<file path="config.mk">
export PLATFORM = sky130hd
export DESIGN_NAME = int_to_ascii_formatter_top
export DESIGN_NICKNAME = d
export VERILOG_FILES = /design/src/design/i2a_pkg.sv /design/src/design/int_to_ascii_formatter_top.sv /design/src/design/i2a_dabble.sv
export SDC_FILE = /design/constraint.sdc
export NUM_CORES = 1
export LEC_CHECK = 0
export BUFFER_PORTS_ARGS = -buffer_cell sky130_fd_sc_hd__buf_2
export CAP_MARGIN = 20
export CORE_UTILIZATION = 35
export DETAILED_ROUTE_END_ITERATION = 8
export SLEW_MARGIN = 20
export SYNTH_ARGS = -nofsm -noshare
export SYNTH_HDL_FRONTEND = slang
export SYNTH_HIERARCHICAL = 1
export SYNTH_SLANG_ARGS = --single-unit
export TNS_END_PERCENT = 50
</file>
<file path="constraint.sdc">
create_clock -name clk -period 7.4 [get_ports clk]
set_input_delay 0 -clock clk [delete_from_list [all_inputs] [get_ports clk]]
set_output_delay 0 -clock clk [all_outputs]
set_load 0.005 [all_outputs]
</file>
<file path="src/design/i2a_pkg.sv">
// Shared types, character codes and digit helpers for the integer-to-ASCII formatter.
// No dependencies.
`timescale 1ns / 1ps

package i2a_pkg;

  // Ten BCD digits cover the full 32-bit unsigned magnitude
  localparam int unsigned NUM_DIGITS = 10;
  localparam int unsigned BIN_WIDTH  = 32;

  typedef logic [NUM_DIGITS-1:0][3:0] bcd_t;
  typedef logic [3:0]                 dig_idx_t;

  // Command codes
  localparam logic CMD_DEC = 1'b0;
  localparam logic CMD_HEX = 1'b1;

  // ASCII codes
  localparam logic [7:0] CH_ZERO  = 8'h30;
  localparam logic [7:0] CH_UPPER = 8'h41;
  localparam logic [7:0] CH_X     = 8'h78;
  localparam logic [7:0] CH_MINUS = 8'h2D;

  // Control from the sequencer to the conversion unit
  typedef struct packed {
    logic start;   // begin work on bin_in
    logic direct;  // hex: load nibbles as digits, no shifting
  } dab_cmd_t;

  // One digit value to its upper-case character
  function automatic logic [7:0] digit_char(input logic [3:0] d);
    logic [7:0] c;
    if (d >= 4'd10) begin
      c = CH_UPPER + {4'h0, d - 4'd10};
    end else begin
      c = CH_ZERO + {4'h0, d};
    end
    return c;
  endfunction

endpackage

</file>
<file path="src/design/int_to_ascii_formatter_top.sv">
// Top level of the integer-to-ASCII formatter: sequencer, leading-zero trim
// and output register. Depends on i2a_pkg and i2a_dabble.
`timescale 1ns / 1ps

//  channel | signals                          | direction
//  --------+----------------------------------+----------
//  input   | in_valid, in_stall, cmd, value   | in  (in_stall out)
//  output  | out_valid, out_stall, char_out,  | out (out_stall in)
//          | last                             |
//
// Decimal: after acceptance the BCD unit shifts in the magnitude bit by bit, the
// trim state picks the top digit, then one character per cycle while out_stall
// allows. Hex loads the digits directly and skips the shifting.
// in_stall is high from acceptance until the last character is registered.
// out_stall holds the current character; the sequencer waits on it.
// Synchronous reset clears the sequencer and the output valid.

module int_to_ascii_formatter_top
  import i2a_pkg::*;
(
  input  logic               clk,
  input  logic               rst,
  input  logic               in_valid,
  output logic               in_stall,
  input  logic               cmd,
  input  logic signed [31:0] value,
  output logic               out_valid,
  input  logic               out_stall,
  output logic [7:0]         char_out,
  output logic               last
);

  typedef enum logic [3:0] {
    S_IDLE = 4'b0001,
    S_CONV = 4'b0010,
    S_TRIM = 4'b0100,
    S_EMIT = 4'b1000
  } state_t;

  state_t               state, state_next;
  dab_cmd_t             dab_cmd;
  logic                 dab_busy;
  bcd_t                 digits;
  logic                 in_acc;
  logic                 neg;
  logic [BIN_WIDTH-1:0] mag;
  logic                 sign_pend, pfx0_pend, pfxx_pend;
  dig_idx_t             dig_idx, top_idx;
  logic                 load, is_last;
  logic [7:0]           ch;

  assign in_stall = (state != S_IDLE);
  assign in_acc   = in_valid && !in_stall;

  // Sign and magnitude of the input
  assign neg = value[31];
  assign mag = neg ? (~value + 32'd1) : value;

  assign dab_cmd.start  = in_acc;
  assign dab_cmd.direct = (cmd == CMD_HEX);

  i2a_dabble u_dabble (
    .clk    (clk),
    .rst    (rst),
    .cmd_in (dab_cmd),
    .bin_in (mag),
    .busy   (dab_busy),
    .digits (digits)
  );

  // Highest nonzero digit; zero keeps one digit
  always_comb begin
    top_idx = '0;
    for (int i = 1; i < NUM_DIGITS; i++) begin
      if (digits[i] != 4'h0) begin
        top_idx = dig_idx_t'(i);
      end
    end
  end

  // Character selection for the next output
  assign load    = (state == S_EMIT) && (!out_valid || !out_stall);
  assign is_last = !sign_pend && !pfx0_pend && !pfxx_pend && (dig_idx == '0);

  always_comb begin
    if (sign_pend) begin
      ch = CH_MINUS;
    end else if (pfx0_pend) begin
      ch = CH_ZERO;
    end else if (pfxx_pend) begin
      ch = CH_X;
    end else begin
      ch = digit_char(digits[dig_idx]);
    end
  end

  // Sequencer next state
  always_comb begin
    state_next = state;
    case (state)
      S_IDLE: if (in_acc) state_next = S_CONV;
      S_CONV: if (!dab_busy) state_next = S_TRIM;
      S_TRIM: state_next = S_EMIT;
      S_EMIT: if (load && is_last) state_next = S_IDLE;
      default: state_next = S_IDLE;
    endcase
  end

  always_ff @(posedge clk) begin
    if (rst) begin
      state     <= S_IDLE;
      out_valid <= 1'b0;
    end else begin
      state <= state_next;
      if (load) begin
        out_valid <= 1'b1;
      end else if (!out_stall) begin
        out_valid <= 1'b0;
      end
    end
  end

  // Text position: pending prefix flags and digit index
  always_ff @(posedge clk) begin
    if (rst) begin
      sign_pend <= 1'b0;
      pfx0_pend <= 1'b0;
      pfxx_pend <= 1'b0;
      dig_idx   <= '0;
    end else if (in_acc) begin
      sign_pend <= neg;
      pfx0_pend <= (cmd == CMD_HEX);
      pfxx_pend <= (cmd == CMD_HEX);
    end else if (state == S_TRIM) begin
      dig_idx <= top_idx;
    end else if (load) begin
      if (sign_pend) begin
        sign_pend <= 1'b0;
      end else if (pfx0_pend) begin
        pfx0_pend <= 1'b0;
      end else if (pfxx_pend) begin
        pfxx_pend <= 1'b0;
      end else if (!is_last) begin
        dig_idx <= dig_idx - 1'b1;
      end
    end
  end

  // Output payload register
  always_ff @(posedge clk) begin
    if (load) begin
      char_out <= ch;
      last     <= is_last;
    end
  end

endmodule

</file>
<file path="src/design/i2a_dabble.sv">
// Iterative binary-to-BCD unit (shift and add-3), one bit per cycle.
// Depends on i2a_pkg. Also loads hex nibbles straight through.
`timescale 1ns / 1ps

module i2a_dabble
  import i2a_pkg::*;
(
  input  logic                 clk,
  input  logic                 rst,
  input  dab_cmd_t             cmd_in,
  input  logic [BIN_WIDTH-1:0] bin_in,
  output logic                 busy,
  output bcd_t                 digits
);

  localparam int unsigned CNT_W = $clog2(BIN_WIDTH + 1);

  logic [BIN_WIDTH-1:0] bin;
  logic [CNT_W-1:0]     cnt;
  bcd_t                 adj;

  // Add 3 to every digit of 5 or more before the shift
  always_comb begin
    for (int i = 0; i < NUM_DIGITS; i++) begin
      adj[i] = (digits[i] >= 4'd5) ? digits[i] + 4'd3 : digits[i];
    end
  end

  // Control: counter and busy flag
  always_ff @(posedge clk) begin
    if (rst) begin
      busy <= 1'b0;
      cnt  <= '0;
    end else if (cmd_in.start) begin
      busy <= !cmd_in.direct;
      cnt  <= CNT_W'(BIN_WIDTH);
    end else if (busy) begin
      cnt  <= cnt - 1'b1;
      busy <= (cnt != CNT_W'(1));
    end
  end

  // Datapath: digit and shift registers
  always_ff @(posedge clk) begin
    if (cmd_in.start) begin
      if (cmd_in.direct) begin
        digits <= bcd_t'({{(NUM_DIGITS * 4 - BIN_WIDTH){1'b0}}, bin_in});
      end else begin
        digits <= '0;
      end
      bin <= bin_in;
    end else if (busy) begin
      digits <= bcd_t'({adj[NUM_DIGITS-1:0] , bin[BIN_WIDTH-1]} >> 0)
                ;
      bin    <= {bin[BIN_WIDTH-2:0], 1'b0};
    end
  end

endmodule
</file>
==> metrics.yaml, run 1 <==
routing:
  wl_per_cell_um: 15.5
  drt.antenna.violating_nets: 0
  vias_per_cell: 5.32
  dr.pass1.iters: 4
  drc: 0
  wl_um: 13700
  vias: 4686
  drt_first_iter_violations: 392
logic_synthesis:
  netlist_area_sq_mm: 0.00633
  synth-seq-cells: 99
  yosysSeqAreaShare_pct: 43.9
  ys_warn_count: 6
  yosys_most_used_dff: "edfxtp_1"
  yosysUniqueCellTypes: 59
  postSynthCellCount: 614
  synth_edf_count: 80
  async_flop_share_pct: 0
  synth_nets: 680
  avgSynthCellArea_sq_um: 10.3
floorplanning:
  core_area_sq_mm: 0.0175
  dieHeight_um: 137
  rows: 48
  num_io_pins: 48
  start_util_pct: 36.2
  dieArea_sq_mm: 0.0186
  die_x_um: 137
layout:
  nets: 717
  most-common-layout-cells: "edfxtp_1, nand2_1, o21ai_0"
  syn_to_final_growth_pct: 11.6
  final_common_cell: "edfxtp_1"
  layout-drive-gt1-share_pct: 18.9
  diodes: 0
sta:
  rsz0062_at_grt: "no"
  period_share_pct: 46.8
  fin_skew_ns: 0.0111
  fin_crit_ns: 3.46
  hold_viol_final: 0
  finalSetupTns_ns: 0
  slew_headroom_pct: 37.3
  timing.fmax_mhz: 289
  setup_viol_count_final: 0
  timing_max_transition_violations_final: 0
  tightest_slew_ns: 0.940
status:
  status: "finished clean"
global_routing:
  antenna_found_initial: 0
  grt_first_pass_wirelength_um: 22600
  grt_max_degree: 73
  grt_pass1_vias: 4450
  grt.total_usage_pct: 15.7
  overflow: 0
critical_path:
  startpoint_type: "flop"
  worst_r2r_path_depth: 9
  criticalPathCategory: "flop to flop"
  crit_fanout: 16
  required_ns: 7.52
  r2r_setup_slack_ns: 3.94
  endpoint_kind: "flop"
  cp.arrival_ns: 3.58
hold_path:
  min_path_cells: 2
  hp-class: "input port to flop"
cts:
  cts_tree: "done"
  path_clk_slew_ns: 0.08
  numCtsBuffers: 9
  cts.path.max_buffers: 2
  cts-root-buf: "clkbuf_16"
  h-tree-depth: 3
  cts.sinks: 99
  insertion_delay_ns: 0.36
  cts_resized: 0
placed_design:
  globalplace.congestion: 0.844
  io_buffers: 46
  dpl.hpwl_um: 9840
job:
  max-cap-violations: 0
power_and_ir_drop:
  total_power_w: 0.00174
  p_leak_nw: 2.47
  peakVddDrop_mv: 0.169
  cellPowerDensity_mw_per_mm2: 246
==> routing by layer <==
| metal | wire (um) | vias up | GRT usage (%) | share of wire, % |
|---|---|---|---|---|
| met5 | 0 | - | 0 | 0 |
| met4 | 227 | 0 | 5.43 | 1.7 |
| met3 | 638 | 13 | 3.15 | 4.7 |
| met2 | 6040 | 109 | 23.9 | 44 |
| met1 | 6780 | 2228 | 22.0 | 50 |
| li1 | - | 2336 | - | - |
==> logic make-up after synthesis <==
family / synth area share [%]
buffers and inverters: 3.95
and+or+nand+nor: 15.6
xor gates and xnor gates: 6.77
muxes: 10.4
DFF: 43.9
AOI/OAI and AO/OA: 13.5
other: 0.0592
adders and majority gates: 5.73
==> cell type report <==
cell class                      instances  area (sq um)
Fill cell                            1707         10400
Tap cell                              225           282
Multi-Input combinational cell        455          3300
Clock buffer                            9           225
Clock inverter                          7          71.3
Sequential cell                        99          2780
Inverter                               35           131
Timing Repair Buffer                   51           273
==> power by group <==
| part | internal, W | switching, W | leakage [nW] |
|---|---|---|---|
| combinational | 0.000211 | 0.000245 | 1.40 |
| sequential | 0.000731 | 0.0000832 | 0.929 |
| clock | 0.000237 | 0.000231 | 0.142 |
| total | 0.00118 | 0.000560 | 2.47 |
==> worst max-delay path: stages (launching register included) <==
cell,delay (ns)
dfxtp_1,0.83
mux2i_1,0.31
o22ai_1,0.10
o31ai_1,0.68
inv_1,0.10
ha_1,0.24
o32ai_1,0.38
a21oi_1,0.20
xnor2_1,0.19
a21o_1,0.18
==> per-stage QoR <==
| step | util, % | std cells | area, sq um | setup WS [ns] | hold slack (ns) |
|---|---|---|---|---|---|
| after floorplan | - | 614 | 6330 | 4.42 | 0.0691 |
| after global placement | 38.6 | 863 | 6750 | 4.12 | 0.304 |
| after detailed placement | 38.6 | 863 | 6750 | 3.98 | 0.329 |
| after CTS | 40.4 | 881 | 7070 | 3.93 | 0.00395 |
| after global routing | 40.4 | 881 | 7070 | 3.71 | 0.0256 |
| final | 40.4 | 881 | 7070 | 3.94 | 0.0222 |
==> Yosys cell counts (3+ instances only) <==
library cell	count	area (sq um)
inv_1	35	131
dfxtp_1	19	380
o21ai_0	48	240
nor4_1	8	50.1
mux2_2	39	439
nand3_1	13	65.1
a211oi_1	8	60.1
o31ai_1	8	60.1
nand2_1	51	191
buf_4	4	30.0
xnor2_1	44	385
or4_4	5	56.3
mux4_2	4	90.1
xor2_1	5	43.8
and3_1	3	18.8
nor3_1	16	80.1
buf_2	8	40.0
o21ai_1	3	15.0
or2_2	3	18.8
a21oi_1	41	205
clkbuf_1	10	37.5
ha_1	29	363
nand2b_1	15	93.8
buf_1	3	11.3
o22ai_1	6	37.5
mux2i_1	13	130
nor2_1	27	101
edfxtp_1	80	2400
a31oi_1	4	25.0
nor3b_1	16	120
or4_1	5	37.5
o41ai_1	3	26.3
nand3b_1	3	22.5
==> flip-flops by register name, summed over array words and instances, names as in the netlist <==
signal	count
u_dabble/digits	40
u_dabble/bin	32
char_out	7
u_dabble/cnt	6
dig_idx	4
state	4
last	1
out_valid	1
pfx0_pend	1
pfxx_pend	1
sign_pend	1
u_dabble/busy	1
==> final timing paths <==
check                           from                   endpoint
min reg2reg    state[3]$_SDFFE_PP0P_      state[1]$_SDFFE_PP0P_
min                              rst    dig_idx[3]$_SDFFE_PP0P_
max reg2reg  dig_idx[1]$_SDFFE_PP0P_  char_out[0]$_SDFFCE_PP1P_
max          dig_idx[1]$_SDFFE_PP0P_  char_out[0]$_SDFFCE_PP1P_
==> timing repair <==
action	4_1_cts	5_1_grt
hold buffers	2	0
setup buffers	0	0
endpoints found under the setup margin	0	0
endpoints found under the hold margin	2	0
(Power assumes the default switching activity.)
==> run 2, diff against run 1 <==
- clock period: 7.4 -> 3.04 ns (I/O delays scaled with it)
==> metrics.yaml, run 2 (synthesis gave the netlist of run 1 again) <==
status:
  status: "finished clean"
layout:
  syn_to_final_growth_pct: 12.8
  largest-register: "u_dabble/digits"
  fin_cells: 889  # +0.91%
  largest_reg_flops: 40  # unchanged
  nets: 725  # +1.1%
  reg_top3: "u_dabble/digits: 40 flops, u_dabble/bin: 32 flops, char_out: 7 flops"
  fin_util_pct: 40.9  # +0.46 points
  diodes: 0  # unchanged
  final_common_cell: "edfxtp_1"
  layout-drive-gt1-share_pct: 19.4  # +0.53 points
  most-common-layout-cells: "edfxtp_1, nand2_1, o21ai_0"
floorplanning:
  num_io_pins: 48  # unchanged
  rows: 48  # unchanged
  dieArea_sq_mm: 0.0186  # unchanged
  start_util_pct: 36.2  # unchanged
  core_area_sq_mm: 0.0175  # unchanged
  dieHeight_um: 137  # unchanged
  die_x_um: 137  # unchanged
sta:
  tightest_slew_ns: 0.751  # -0.189 ns
  layout_setup_ws_ns: 0.203  # -3.73 ns
  setup_viol_count_final: 0  # unchanged
  fin_crit_ns: 2.84  # -0.628 ns
  finalSetupTns_ns: 0  # unchanged
  timing_max_transition_violations_final: 0  # unchanged
  rsz0062_at_grt: "no"
  holdWs_ns: 0.0296  # +0.00739 ns
  slew_headroom_pct: 49.9  # +13 points
  hold_viol_final: 0  # unchanged
  timing.fmax_mhz: 352  # +22%
  fin_skew_ns: 0.0118  # +0.000715 ns
  period_share_pct: 93.3  # +47 points
critical_path:
  endpoint_kind: "flop"
  required_ns: 3.15  # -4.37 ns
  cp_cell_sequence: "buf_4 > mux2i_1 > o22ai_1 > o31ai_1 > inv_1 > ha_1 > o32ai_1 > a21oi_1 > xnor2_1 > a21o_1"
  worst_r2r_startpoint: "dig_idx[1]$_SDFFE_PP0P_"
  startpoint_type: "flop"
  crit_fanout: 14  # -2
  r2r-end: "char_out[0]$_SDFFCE_PP1P_"
  crit_path_start: "dig_idx[1]$_SDFFE_PP0P_"
  r2r_setup_slack_ns: 0.20  # -3.73 ns
  slowest_delay_ns: 0.44  # -0.39 ns
  cp.arrival_ns: 2.95  # -0.63 ns
  worst_r2r_path_depth: 10  # +1
  criticalPathCategory: "flop to flop"
  crit_end: "char_out[0]$_SDFFCE_PP1P_"
  crit_slowest_cell: "o32ai_1"
cts:
  cts_tree: "done"
  cts.path.max_buffers: 2  # unchanged
  cts.sinks: 99  # unchanged
  h-tree-depth: 3  # unchanged
  cts_resized: 0  # unchanged
  insertion_delay_ns: 0.36  # about the same
  numCtsBuffers: 9  # unchanged
  cts-root-buf: "clkbuf_16"
  path_clk_slew_ns: 0.07  # about the same
global_routing:
  grt_pass1_vias: 4580  # +2.9%
  antenna_found_initial: 0  # unchanged
  grt.total_usage_pct: 15.7  # +0.044 points
  overflow: 0  # unchanged
  grt_max_degree: 69  # -5.5%
  grt_first_pass_wirelength_um: 22600  # about the same
routing:
  wl_per_cell_um: 15.8  # +1.5%
  drc: 0  # unchanged
  vias: 4816  # +2.8%
  dr.pass1.iters: 5  # +1
  drt_first_iter_violations: 250  # -36%
  wl_um: 14000  # +2.5%
  vias_per_cell: 5.42  # +1.8%
  drt.antenna.violating_nets: 0  # unchanged
placed_design:
  dpl.hpwl_um: 10100  # +3.1%
  dp.cells: 871  # +0.93%
  post-place-ws_ns: 0.142  # -3.84 ns
  globalplace.congestion: 0.830  # -1.7%
  io_buffers: 46  # unchanged
hold_path:
  min_path_cells: 2  # unchanged
  hp-class: "input port to flop"
  worstHoldStart: "rst"
job:
  max-cap-violations: 0  # unchanged
power_and_ir_drop:
  p_leak_nw: 2.52  # +1.8%
  cellPowerDensity_mw_per_mm2: 597  # +140%
  peakVddDrop_mv: 0.350  # +110%
run 2: cell count changes in the layout (fill, tap and decap cells not counted), sizes merged:
cell | before | now
clkinv | 3 | 2
inv | 38 | 37
clkbuf | 9 | 10
buf | 49 | 57
bufinv | 0 | 1
run 2: where the power goes:
group / internal [W] / switching, W / total [W] / leakage [nW]
combinational: 0.000531 / 0.000606 / 0.00114 / 1.45
sequential: 0.00178 / 0.000198 / 0.00198 / 0.929
clock: 0.000639 / 0.000519 / 0.00116 / 0.139
total: 0.00295 / 0.00132 / 0.00427 / 2.52
run 2: final cells by class:
cell class | count | area [sq um]
tap | 225 | 282
timing repair buffer | 59 | 358
clock inverter | 6 | 62.6
sequential | 99 | 2780
multi-input combinational | 455 | 3300
inverter | 35 | 131
clock buffer | 10 | 229
fill | 1688 | 10300
run 2: per-stage QoR:
step           total power, W  area (sq um)
2_1_floorplan         0.00281          6330
3_3_place_gp          0.00307          6840
3_5_place_dp          0.00313          6840
4_1_cts               0.00431          7150
5_1_grt               0.00451          7150
6_report              0.00427          7150
run 2: critical path: cells and delay by family (launching register included):
kind | cells | cell delay, ns
AO/OA/AOI/OAI | 5 | 1.23
flip-flops | 1 | 0.39
buffers and inverters | 2 | 0.35
multiplexers | 1 | 0.23
adder cells (fa/ha/maj) | 1 | 0.22
XOR/XNOR | 1 | 0.15
run 2: repair_timing:
action,in CTS,in global routing
hold endpoints to repair,2,0
buffers inserted,0,0
hold buffers,2,0
run 2: worst min-delay path by stage:
stage | end
final | dig_idx[3]$_SDFFE_PP0P_
after global routing | dig_idx[3]$_SDFFE_PP0P_
after CTS | dig_idx[3]$_SDFFE_PP0P_
after detailed placement | out_valid$_SDFFE_PP0P_
after global placement | out_valid$_SDFFE_PP0P_
after floorplan | u_dabble/busy$_SDFF_PP0_
run 2: per-layer routing:
metal | up-vias | track usage (%) | wire length [um]
li1 | 2357 | - | -
met1 | 2323 | 21.0 | 6790
met2 | 120 | 25.5 | 6500
met3 | 16 | 2.89 | 553
met4 | 0 | 5.19 | 180
met5 | - | 0 | 0
